File: config.mk
export PLATFORM = sky130hd
export DESIGN_NAME = adaptive_batch_wait_controller_top
export DESIGN_NICKNAME = d
export VERILOG_FILES = /design/src/design/abwc_pkg.sv /design/src/design/adaptive_batch_wait_controller_top.sv
export SDC_FILE = /design/constraint.sdc
export NUM_CORES = 2
export LEC_CHECK = 0
export ABC_AREA = 1
export BUFFER_PORTS_ARGS = -buffer_cell sky130_fd_sc_hd__buf_2
export CAP_MARGIN = 20
export CELL_PAD_IN_SITES_DETAIL_PLACEMENT = 1
export CELL_PAD_IN_SITES_GLOBAL_PLACEMENT = 1
export CORE_MARGIN = 2
export CORE_UTILIZATION = 51
export CTS_CLUSTER_DIAMETER = 120
export CTS_CLUSTER_SIZE = 16
export DETAILED_ROUTE_END_ITERATION = 8
export HOLD_SLACK_MARGIN = 0.08
export PLACE_DENSITY_LB_ADDON = 0.2
export SLEW_MARGIN = 5
export SYNTH_ARGS = -nofsm -noshare
export SYNTH_HDL_FRONTEND = slang
export SYNTH_SLANG_ARGS = --single-unit
File: constraint.sdc
create_clock -name clk -period 15.3 [get_ports clk]
set_clock_uncertainty 0.2 [all_clocks]
set_input_delay 2.295 -clock clk [delete_from_list [all_inputs] [get_ports clk]]
set_output_delay 2.295 -clock clk [all_outputs]
set_load 0.01 [all_outputs]
File: src/design/abwc_pkg.sv
package abwc_pkg;

	// fixed point format of the smoothed levels
	localparam int FRAC_BITS = 16;
	localparam int LVL_W     = FRAC_BITS + 1;
	localparam int ONE_I     = 1 << FRAC_BITS;
	localparam logic [LVL_W-1:0] ONE = {1'b1, {FRAC_BITS{1'b0}}};

	// field widths
	localparam int CNT16_W = 16;
	localparam int TIME_W  = 32;
	localparam int BATCH_W = 16;
	localparam int WAIT_W  = 30;
	localparam int IN_W    = 4 * CNT16_W + 2 * TIME_W;
	localparam int OUT_W   = ((BATCH_W + WAIT_W + 7) / 8) * 8;

	// configuration port
	localparam int CFG_ADDR_W = 3;
	localparam int CFG_DATA_W = WAIT_W;

	typedef enum logic [CFG_ADDR_W-1:0] {
		REG_MIN_BATCH   = 3'd0,
		REG_MAX_BATCH   = 3'd1,
		REG_MIN_WAIT    = 3'd2,
		REG_MAX_WAIT    = 3'd3,
		REG_START_BATCH = 3'd4,
		REG_START_WAIT  = 3'd5
	} cfg_reg_t;

	localparam logic [BATCH_W-1:0] RST_MIN_BATCH   = BATCH_W'(8);
	localparam logic [BATCH_W-1:0] RST_MAX_BATCH   = BATCH_W'(1024);
	localparam logic [WAIT_W-1:0]  RST_MIN_WAIT    = WAIT_W'(10000);
	localparam logic [WAIT_W-1:0]  RST_MAX_WAIT    = WAIT_W'(1000000);
	localparam logic [BATCH_W-1:0] RST_START_BATCH = BATCH_W'(64);
	localparam logic [WAIT_W-1:0]  RST_START_WAIT  = WAIT_W'(1000000);

	// serial divider sizing
	localparam int LNUM_W = FRAC_BITS + 4;
	localparam int BNUM_W = BATCH_W + 4;
	localparam int DVD_W  = WAIT_W;
	localparam int REM_W  = TIME_W;
	localparam int CNT_W  = $clog2(DVD_W);
	localparam int SUM_W  = BATCH_W + 3;
	localparam int NB_W   = SUM_W - 1;

	// divisors and step factors
	localparam logic [REM_W-1:0] IO_DEN   = REM_W'(10);
	localparam logic [REM_W-1:0] CPU_DEN  = REM_W'(5);
	localparam logic [REM_W-1:0] STEP_DEN = REM_W'(100);
	localparam logic [REM_W-1:0] CUT_DEN  = REM_W'(5);
	localparam logic [BNUM_W-1:0] STEP_CPU = BNUM_W'(15);
	localparam logic [BNUM_W-1:0] STEP_IO  = BNUM_W'(8);
	localparam logic [BNUM_W-1:0] STEP_UP  = BNUM_W'(10);
	localparam logic [SUM_W-1:0]  READY_UP = SUM_W'(16);
	localparam logic [SUM_W-1:0]  READY_DN = SUM_W'(8);

	// level thresholds: "above" tests use level > floor, "below" tests level < ceil
	localparam logic [LVL_W-1:0] CPU_HI_TH   = LVL_W'((80 * ONE_I) / 100);
	localparam logic [LVL_W-1:0] IO_HI_TH    = LVL_W'((65 * ONE_I) / 100);
	localparam logic [LVL_W-1:0] CPU_LO_TH   = LVL_W'((30 * ONE_I + 99) / 100);
	localparam logic [LVL_W-1:0] IO_LO_TH    = LVL_W'((20 * ONE_I + 99) / 100);
	localparam logic [LVL_W-1:0] CPU_FAST_TH = LVL_W'((8 * ONE_I) / 10);
	localparam logic [LVL_W-1:0] IO_FAST_TH  = LVL_W'((6 * ONE_I) / 10);

endpackage

File: src/design/adaptive_batch_wait_controller_top.sv
// channel   dir  handshake                      payload
// s_axis    in   s_axis_tvalid/s_axis_tready    one scheduler statistics record
// m_axis    out  m_axis_tvalid/m_axis_tready    new batch limit and wait
// cfg       in   cfg_we                         register write, index cfg_addr
//
// each record is worked through by the single radix-2 divider, which runs six
// quotient passes in turn between transfer and result; the next record is taken
// once the result is registered
// a stalled output holds its result while the next record is worked on
// arst_n clears control, levels and loads the start batch and wait
module adaptive_batch_wait_controller_top (
	input  logic                                clk,
	input  logic                                arst_n,
	input  logic                                s_axis_tvalid,
	output logic                                s_axis_tready,
	// completions_ready, ops_inflight, task_time_ns, loop_time_ns,
	// tasks_resumed, ready_count
	input  logic [abwc_pkg::IN_W-1:0]           s_axis_tdata,
	output logic                                m_axis_tvalid,
	input  logic                                m_axis_tready,
	// batch_limit, wait_ns, zero fill
	output logic [abwc_pkg::OUT_W-1:0]          m_axis_tdata,
	input  logic                                cfg_we,
	input  logic [abwc_pkg::CFG_ADDR_W-1:0]     cfg_addr,
	input  logic [abwc_pkg::CFG_DATA_W-1:0]     cfg_data
);
	import abwc_pkg::*;

	typedef enum logic [2:0] {
		S_IDLE,
		S_IO,
		S_CPU,
		S_IOL,
		S_CPL,
		S_DEC,
		S_BAT,
		S_WAIT_DIV
	} state_t;

	state_t state_q;
	logic   done_q;

	// configuration registers
	logic [BATCH_W-1:0] min_batch_q, max_batch_q;
	logic [WAIT_W-1:0]  min_wait_q, max_wait_q;

	// record fields held for the whole pass
	logic [CNT16_W-1:0] cqe_q, infl_q, res_q, rdy_q;
	logic [TIME_W-1:0]  task_q, loop_q;

	// controller state
	logic [LVL_W-1:0]   io_level_q, cpu_level_q, inst_io_q, inst_cpu_q;
	logic [BATCH_W-1:0] batch_now_q;
	logic [WAIT_W-1:0]  wait_now_q;
	logic               ratio_one_q, step_neg_q, corr_up_q, corr_dn_q;

	// divider registers
	logic [REM_W-1:0] rem_q, dsr_q;
	logic [DVD_W-1:0] dvd_q;
	logic [CNT_W-1:0] cnt_q;

	// input unpacking
	logic [CNT16_W-1:0] in_cqe, in_infl, in_res, in_rdy;
	logic [TIME_W-1:0]  in_task, in_loop;
	logic [CNT16_W:0]   in_io_den;

	assign in_cqe    = s_axis_tdata[15:0];
	assign in_infl   = s_axis_tdata[31:16];
	assign in_task   = s_axis_tdata[63:32];
	assign in_loop   = s_axis_tdata[95:64];
	assign in_res    = s_axis_tdata[111:96];
	assign in_rdy    = s_axis_tdata[127:112];
	assign in_io_den = {1'b0, in_cqe} + {1'b0, in_infl};

	assign s_axis_tready = (state_q == S_IDLE) && !done_q;

	// one restoring divider step per cycle
	logic [REM_W:0]   trial;
	logic [REM_W+1:0] diff;
	logic             qbit;
	logic [REM_W-1:0] rem_nxt;
	logic [DVD_W-1:0] dvd_nxt;
	logic             div_last;

	always_comb begin
		trial    = {rem_q, dvd_q[DVD_W-1]};
		diff     = {1'b0, trial} - {2'b00, dsr_q};
		qbit     = !diff[REM_W+1];
		rem_nxt  = qbit ? diff[REM_W-1:0] : trial[REM_W-1:0];
		dvd_nxt  = {dvd_q[DVD_W-2:0], qbit};
		div_last = (cnt_q == '0);
	end

	// smoothing numerators
	logic [LNUM_W-1:0] io_num, cpu_num;

	always_comb begin
		io_num  = LNUM_W'(io_level_q) * LNUM_W'(7) + LNUM_W'(inst_io_q) * LNUM_W'(3)
			+ LNUM_W'(5);
		cpu_num = LNUM_W'(cpu_level_q) * LNUM_W'(4) + LNUM_W'(inst_cpu_q) + LNUM_W'(2);
	end

	// batch step decision from the new levels
	logic              cpu_hi, io_hi, cpu_lo, io_lo, step_up, dec_corr_up, dec_corr_dn;
	logic [BNUM_W-1:0] bat_num;

	always_comb begin
		cpu_hi      = cpu_level_q > CPU_HI_TH;
		io_hi       = io_level_q > IO_HI_TH;
		cpu_lo      = cpu_level_q < CPU_LO_TH;
		io_lo       = io_level_q < IO_LO_TH;
		step_up     = cpu_lo && io_lo && (res_q >= (batch_now_q >> 1));
		dec_corr_up = {2'b00, rdy_q} > {batch_now_q, 2'b00};
		dec_corr_dn = !dec_corr_up && (rdy_q < (batch_now_q >> 2)) && cpu_lo;
		priority if (cpu_hi) begin
			bat_num = BNUM_W'(batch_now_q) * STEP_CPU;
		end else if (io_hi) begin
			bat_num = BNUM_W'(batch_now_q) * STEP_IO;
		end else if (step_up) begin
			bat_num = BNUM_W'(batch_now_q) * STEP_UP;
		end else begin
			bat_num = '0;
		end
	end

	// new batch limit once the step quotient is out
	logic signed [SUM_W-1:0] base_s, step_s, corr_s, sum_s;
	logic [NB_W-1:0]         nb;
	logic [BATCH_W-1:0]      batch_nxt;

	always_comb begin
		base_s = $signed(SUM_W'(batch_now_q));
		step_s = $signed(SUM_W'(dvd_nxt[BATCH_W-1:0]));
		if (step_neg_q) begin
			step_s = -step_s;
		end
		priority if (corr_up_q) begin
			corr_s = $signed(READY_UP);
		end else if (corr_dn_q) begin
			corr_s = -$signed(READY_DN);
		end else begin
			corr_s = '0;
		end
		sum_s = base_s + step_s + corr_s;
		nb    = sum_s[SUM_W-1] ? '0 : sum_s[NB_W-1:0];
		if (nb < NB_W'(min_batch_q)) begin
			nb = NB_W'(min_batch_q);
		end
		if (nb > NB_W'(max_batch_q)) begin
			nb = NB_W'(max_batch_q);
		end
		batch_nxt = nb[BATCH_W-1:0];
	end

	// new wait once the divide by five is out
	logic              idle, fast;
	logic [WAIT_W:0]   grow;
	logic [WAIT_W-1:0] cut, wait_nxt;

	always_comb begin
		idle = (res_q == '0) && (cqe_q == '0) && (rdy_q == '0) && (infl_q == '0);
		fast = (cpu_level_q > CPU_FAST_TH) || (io_level_q > IO_FAST_TH);
		grow = {1'b0, wait_now_q} + {2'b00, wait_now_q[WAIT_W-1:1]};
		cut  = fast ? (wait_now_q >> 1) : (wait_now_q - dvd_nxt);
		if (idle) begin
			wait_nxt = (grow > {1'b0, max_wait_q}) ? max_wait_q : grow[WAIT_W-1:0];
		end else begin
			wait_nxt = (cut < min_wait_q) ? min_wait_q : cut;
		end
	end

	// configuration registers
	always_ff @(posedge clk or negedge arst_n) begin
		if (!arst_n) begin
			min_batch_q <= RST_MIN_BATCH;
			max_batch_q <= RST_MAX_BATCH;
			min_wait_q  <= RST_MIN_WAIT;
			max_wait_q  <= RST_MAX_WAIT;
		end else if (cfg_we) begin
			case (cfg_addr)
				REG_MIN_BATCH: min_batch_q <= cfg_data[BATCH_W-1:0];
				REG_MAX_BATCH: max_batch_q <= cfg_data[BATCH_W-1:0];
				REG_MIN_WAIT:  min_wait_q  <= cfg_data[WAIT_W-1:0];
				REG_MAX_WAIT:  max_wait_q  <= cfg_data[WAIT_W-1:0];
				default: ;
			endcase
		end
	end

	// sequencer, divider and output register
	always_ff @(posedge clk or negedge arst_n) begin
		if (!arst_n) begin
			state_q       <= S_IDLE;
			done_q        <= 1'b0;
			m_axis_tvalid <= 1'b0;
			io_level_q    <= '0;
			cpu_level_q   <= '0;
			batch_now_q   <= RST_START_BATCH;
			wait_now_q    <= RST_START_WAIT;
		end else begin
			if (m_axis_tready) begin
				m_axis_tvalid <= 1'b0;
			end

			// result waits here until the output register is free
			if (done_q && (!m_axis_tvalid || m_axis_tready)) begin
				m_axis_tdata  <= OUT_W'({wait_now_q, batch_now_q});
				m_axis_tvalid <= 1'b1;
				done_q        <= 1'b0;
			end

			unique case (state_q)
				S_IDLE: begin
					if (s_axis_tvalid && s_axis_tready) begin
						cqe_q  <= in_cqe;
						infl_q <= in_infl;
						task_q <= in_task;
						loop_q <= in_loop;
						res_q  <= in_res;
						rdy_q  <= in_rdy;
						// io ratio: full scale when nothing is in flight but completions are ready, zero when both are zero
						dvd_q  <= '0;
						cnt_q  <= CNT_W'(FRAC_BITS - 1);
						if (in_io_den == '0 || in_infl == '0) begin
							rem_q       <= '0;
							dsr_q       <= REM_W'(1);
							ratio_one_q <= (in_io_den != '0);
						end else begin
							rem_q       <= REM_W'(in_cqe);
							dsr_q       <= REM_W'(in_io_den);
							ratio_one_q <= 1'b0;
						end
						state_q <= S_IO;
					end
				end
				S_IO: begin
					rem_q <= rem_nxt;
					dvd_q <= dvd_nxt;
					cnt_q <= cnt_q - CNT_W'(1);
					if (div_last) begin
						inst_io_q <= ratio_one_q ? ONE : {1'b0, dvd_nxt[FRAC_BITS-1:0]};
						// cpu ratio, clamped to full scale
						dvd_q <= '0;
						cnt_q <= CNT_W'(FRAC_BITS - 1);
						if (loop_q == '0 || task_q >= loop_q) begin
							rem_q       <= '0;
							dsr_q       <= REM_W'(1);
							ratio_one_q <= (loop_q != '0);
						end else begin
							rem_q       <= task_q;
							dsr_q       <= loop_q;
							ratio_one_q <= 1'b0;
						end
						state_q <= S_CPU;
					end
				end
				S_CPU: begin
					rem_q <= rem_nxt;
					dvd_q <= dvd_nxt;
					cnt_q <= cnt_q - CNT_W'(1);
					if (div_last) begin
						inst_cpu_q <= ratio_one_q ? ONE : {1'b0, dvd_nxt[FRAC_BITS-1:0]};
						rem_q      <= '0;
						dvd_q      <= DVD_W'(io_num) << (DVD_W - LNUM_W);
						dsr_q      <= IO_DEN;
						cnt_q      <= CNT_W'(LNUM_W - 1);
						state_q    <= S_IOL;
					end
				end
				S_IOL: begin
					rem_q <= rem_nxt;
					dvd_q <= dvd_nxt;
					cnt_q <= cnt_q - CNT_W'(1);
					if (div_last) begin
						io_level_q <= dvd_nxt[LVL_W-1:0];
						rem_q      <= '0;
						dvd_q      <= DVD_W'(cpu_num) << (DVD_W - LNUM_W);
						dsr_q      <= CPU_DEN;
						cnt_q      <= CNT_W'(LNUM_W - 1);
						state_q    <= S_CPL;
					end
				end
				S_CPL: begin
					rem_q <= rem_nxt;
					dvd_q <= dvd_nxt;
					cnt_q <= cnt_q - CNT_W'(1);
					if (div_last) begin
						cpu_level_q <= dvd_nxt[LVL_W-1:0];
						state_q     <= S_DEC;
					end
				end
				S_DEC: begin
					step_neg_q <= cpu_hi || io_hi;
					corr_up_q  <= dec_corr_up;
					corr_dn_q  <= dec_corr_dn;
					rem_q      <= '0;
					dvd_q      <= DVD_W'(bat_num) << (DVD_W - BNUM_W);
					dsr_q      <= STEP_DEN;
					cnt_q      <= CNT_W'(BNUM_W - 1);
					state_q    <= S_BAT;
				end
				S_BAT: begin
					rem_q <= rem_nxt;
					dvd_q <= dvd_nxt;
					cnt_q <= cnt_q - CNT_W'(1);
					if (div_last) begin
						batch_now_q <= batch_nxt;
						rem_q       <= '0;
						dvd_q       <= wait_now_q;
						dsr_q       <= CUT_DEN;
						cnt_q       <= CNT_W'(DVD_W - 1);
						state_q     <= S_WAIT_DIV;
					end
				end
				S_WAIT_DIV: begin
					rem_q <= rem_nxt;
					dvd_q <= dvd_nxt;
					cnt_q <= cnt_q - CNT_W'(1);
					if (div_last) begin
						wait_now_q <= wait_nxt;
						done_q     <= 1'b1;
						state_q    <= S_IDLE;
					end
				end
				default: state_q <= S_IDLE;
			endcase

			// start registers also load the live values
			if (cfg_we && cfg_addr == REG_START_BATCH) begin
				batch_now_q <= cfg_data[BATCH_W-1:0];
			end
			if (cfg_we && cfg_addr == REG_START_WAIT) begin
				wait_now_q <= cfg_data[WAIT_W-1:0];
			end
		end
	end

	// levels never pass full scale
	a_io_level_range: assert property (@(posedge clk) disable iff (!arst_n)
		io_level_q <= ONE)
		else $error("io level above full scale");

	a_cpu_level_range: assert property (@(posedge clk) disable iff (!arst_n)
		cpu_level_q <= ONE)
		else $error("cpu level above full scale");

	// divider remainder stays below the divisor during every pass
	a_div_rem: assert property (@(posedge clk) disable iff (!arst_n)
		(state_q == S_IO || state_q == S_CPU || state_q == S_IOL || state_q == S_CPL
			|| state_q == S_BAT || state_q == S_WAIT_DIV) |-> rem_q < dsr_q)
		else $error("divider remainder not below divisor");

	// a transfer in starts the io ratio pass
	a_accept_start: assert property (@(posedge clk) disable iff (!arst_n)
		s_axis_tvalid && s_axis_tready |=> state_q == S_IO)
		else $error("accepted record did not start a pass");

	// upper batch bound holds right after the batch update
	a_batch_bound: assert property (@(posedge clk) disable iff (!arst_n)
		(state_q == S_WAIT_DIV && $past(state_q) == S_BAT && !$past(cfg_we))
			|-> batch_now_q <= max_batch_q)
		else $error("batch limit above upper bound");

endmodule

==> flow_metrics.env <==
export IMPL_wirelength_um=145000
export IMPL_vias_per_cell=5.98
export IMPL_place_congestion=0.976
export IMPL_syn_avg_cell_area_um2=8.16
export IMPL_pre_cts_ws_ns=5.33
export IMPL_synth_seq_cells=488
export IMPL_dp_cells=5966
export IMPL_htree_num_levels=2
export IMPL_cp_common_cell="nand2_1"
export IMPL_clockBufferDepth=3
export IMPL_fmaxAchievable_mhz=99.9
export IMPL_critPathArrivalTime_ns=10.31
export IMPL_setup_viol=0
export IMPL_drtAntennaViolNets=0
export IMPL_synth_area_leaders="edfxtp_1 24%, ha_1 14%, dfrtp_1 9.9%, nand2_1 9.5%, inv_1 6.2%"
export IMPL_dieArea_mm2=0.0790
export IMPL_cp_required_ns=15.60
export IMPL_synth_cell_area_mm2=0.0391
export IMPL_postCtsHoldBufs=0
export IMPL_endpoint_kind="flop"
export IMPL_synth_seq_area_share_pct=35.3
export IMPL_fin_crit_sh_pct=65.4
export IMPL_grt_pass1_wl_um=221000
export IMPL_dr_pass1_iters=7
export IMPL_start_util_pct=51.5
export IMPL_numPortBuffers=213
export IMPL_critPathKind="reg2reg"
export IMPL_grt_pass1_vias=37405
export IMPL_worstHoldPathCells=2
export IMPL_hold_viol=0
export IMPL_nNetsFinal=5679
export IMPL_antenna_found_initial=13
export IMPL_outcome="complete, no violations"
export IMPL_cts_root_buf="clkbuf_16"
export IMPL_setup_slack_ns=5.29
export IMPL_synth_warnings=0
export IMPL_cp_max_fo=18
export IMPL_reg2reg_to="batch_now_q[0]"
export IMPL_yosysTopAreaCellShare_pct=23.9
export IMPL_reg2reg_slack_ns=5.29
export IMPL_path_clk_slew_ns=0.08
export IMPL_cts_sinks=488
export IMPL_drive_gt1_share_pct=8.91
export IMPL_min_from="max_wait_q[28]"
export IMPL_ff2ff_path_depth=45
export IMPL_syn_inst=4797
export IMPL_ios=216
export IMPL_synth_edff_count=311
export IMPL_wire_per_inst_um=24.0
export IMPL_worst_slew_pin_transition_ns=1.20
export IMPL_slowest_stage="fa_1"
export IMPL_final_cell_mix="991 x nand2_1, 643 x inv_1, 437 x ha_1"
export IMPL_grt_usage_pct=36.7
export IMPL_core_mm2=0.0759
export IMPL_post_cts_buffers=0
export IMPL_grt_overflow_total=0
export IMPL_drt_iter0_drc=3136
export IMPL_drc=0
export IMPL_start_kind="flop"
export IMPL_dpl_hpwl_um=113000
export IMPL_slew_headroom_pct=19.2
export IMPL_num_vias=36166
export IMPL_insertion_delay_ns=0.63
export IMPL_area_delta_synth_final_pct=8.91
export IMPL_cts_resized=0
export IMPL_hp_class="reg2reg"
export IMPL_slew_viol_final=0
export IMPL_final_cell_count_no_fill=6046
export IMPL_cts_tree="built"
export IMPL_cap_violations=0
export IMPL_synth_distinct_cells=68
export IMPL_fillers=9384
export IMPL_die_y_um=281
export IMPL_mostFrequentLayoutCell="nand2_1"
export IMPL_r2r_start="rem_q[11]"
export IMPL_die_w_um=281
export IMPL_cts_buffers=37
export IMPL_core_rowCount=101
export IMPL_critPathMaxStageDelay_ns=0.48
export IMPL_rsz0062_at_grt="false"
export IMPL_synthArstFlopShare_pct=36.3
export IMPL_period_needed_ns=10.01
export IMPL_whs_endpoint="max_wait_q[28]"
export IMPL_ys_flop_type="edfxtp_1"
export IMPL_utilization_pct=56.1
export IMPL_yosys_area_top_type="edfxtp_1"
export IMPL_setup_tns_ns=0
export IMPL_grt_max_degree=74
-- how the worst max path moves through the flow --
stage                  startpoint              to  slack [ns]  depth (start not counted)
finish                  rem_q[11]  batch_now_q[0]        5.29                         45
global route            rem_q[11]  batch_now_q[0]        4.42                         47
CTS                     rem_q[11]  batch_now_q[0]        5.29                         45
detailed placement      rem_q[11]  batch_now_q[0]        5.33                         45
global placement        rem_q[11]  batch_now_q[0]        5.61                         45
floorplan           s_axis_tvalid        cqe_q[0]        6.75                          2
-- Yosys cell counts, types with 7 or more instances --
| cell | n |
|---|---|
| nand3_1 | 298 |
| inv_1 | 643 |
| nand2_2 | 18 |
| or2_2 | 34 |
| inv_2 | 16 |
| nand4_1 | 40 |
| xnor2_1 | 50 |
| a21oi_1 | 364 |
| a22oi_1 | 12 |
| nor4_1 | 40 |
| o21ai_0 | 397 |
| nor2_1 | 285 |
| dfrtp_1 | 155 |
| o21bai_1 | 26 |
| clkbuf_1 | 94 |
| a211oi_1 | 12 |
| o211ai_1 | 47 |
| o21ai_1 | 17 |
| xor2_1 | 80 |
| o21a_1 | 16 |
| o22ai_1 | 27 |
| nand3b_1 | 9 |
| a31oi_1 | 33 |
| fa_1 | 98 |
| nand2_1 | 991 |
| a21o_1 | 26 |
| nand2_4 | 7 |
| nor3_1 | 53 |
| a21boi_0 | 7 |
| o31ai_1 | 12 |
| o221ai_1 | 12 |
| clkinv_1 | 8 |
| edfxtp_1 | 311 |
| a221oi_1 | 10 |
| ha_1 | 437 |
| dfstp_2 | 22 |
| buf_2 | 9 |
| and2_1 | 11 |
-- stage by stage --
step | cell area [um2] | hold slack, ns
after detailed placement | 41400 | 0.273
final | 42600 | 0.289
after global routing | 42600 | 0.312
after CTS | 42500 | 0.290
after floorplan | 39100 | 0.253
after global placement | 41400 | 0.266
-- area by class of cell --
type	count	area, um2	area share, %
clock buffers	62	1020	2.39
diodes	9	22.5	0.0528
flip-flops and latches	488	13800	32.4
inverters	667	2500	5.88
repair buffers	258	1480	3.47
clock inverters	6	70.1	0.164
multi-input cells	3526	22400	52.6
well taps	1030	1290	3.02
-- per-layer routing --
| metal | part of all wire, % | vias up | track usage (%) |
|---|---|---|---|
| li1 | - | 16649 | - |
| met1 | 42 | 17938 | 48.2 |
| met2 | 47 | 1258 | 60.7 |
| met3 | 6.2 | 315 | 5.02 |
| met4 | 4.3 | 6 | 15.3 |
| met5 | 0.031 | - | 0 |
-- critical path: cells and delay by family, from the launching register on --
family | cells | cell delay [ns]
buffers and inverters | 6 | 1.08
xor gates and xnor gates | 1 | 0.16
and+or+nand+nor | 19 | 3.11
AOI/OAI and AO/OA | 13 | 3.06
adders and majority gates | 6 | 1.87
DFF | 1 | 0.39
-- registers in the layout (all words and copies together), names as in the netlist, 17 cells and up --
signal,flops
cpu_level_q,17
dsr_q,32
dvd_q,30
inst_cpu_q,17
inst_io_q,17
io_level_q,17
loop_q,32
m_axis_tdata,46
max_wait_q,30
min_wait_q,30
rem_q,32
task_q,32
wait_now_q,30
-- cell families after synthesis --
group                    synth area share [%]
flip-flops                               35.3
multiplexers                           0.0288
adder cells (fa/ha/maj)                  19.0
AO/OA/AOI/OAI                            15.0
other                                 0.00958
AND/OR/NAND/NOR                          20.0
buffers and inverters                    7.69
XOR/XNOR                                 2.95
Power is not shown: default switching activity piles up to over one toggle a cycle in this logic, so the estimate is an artifact.
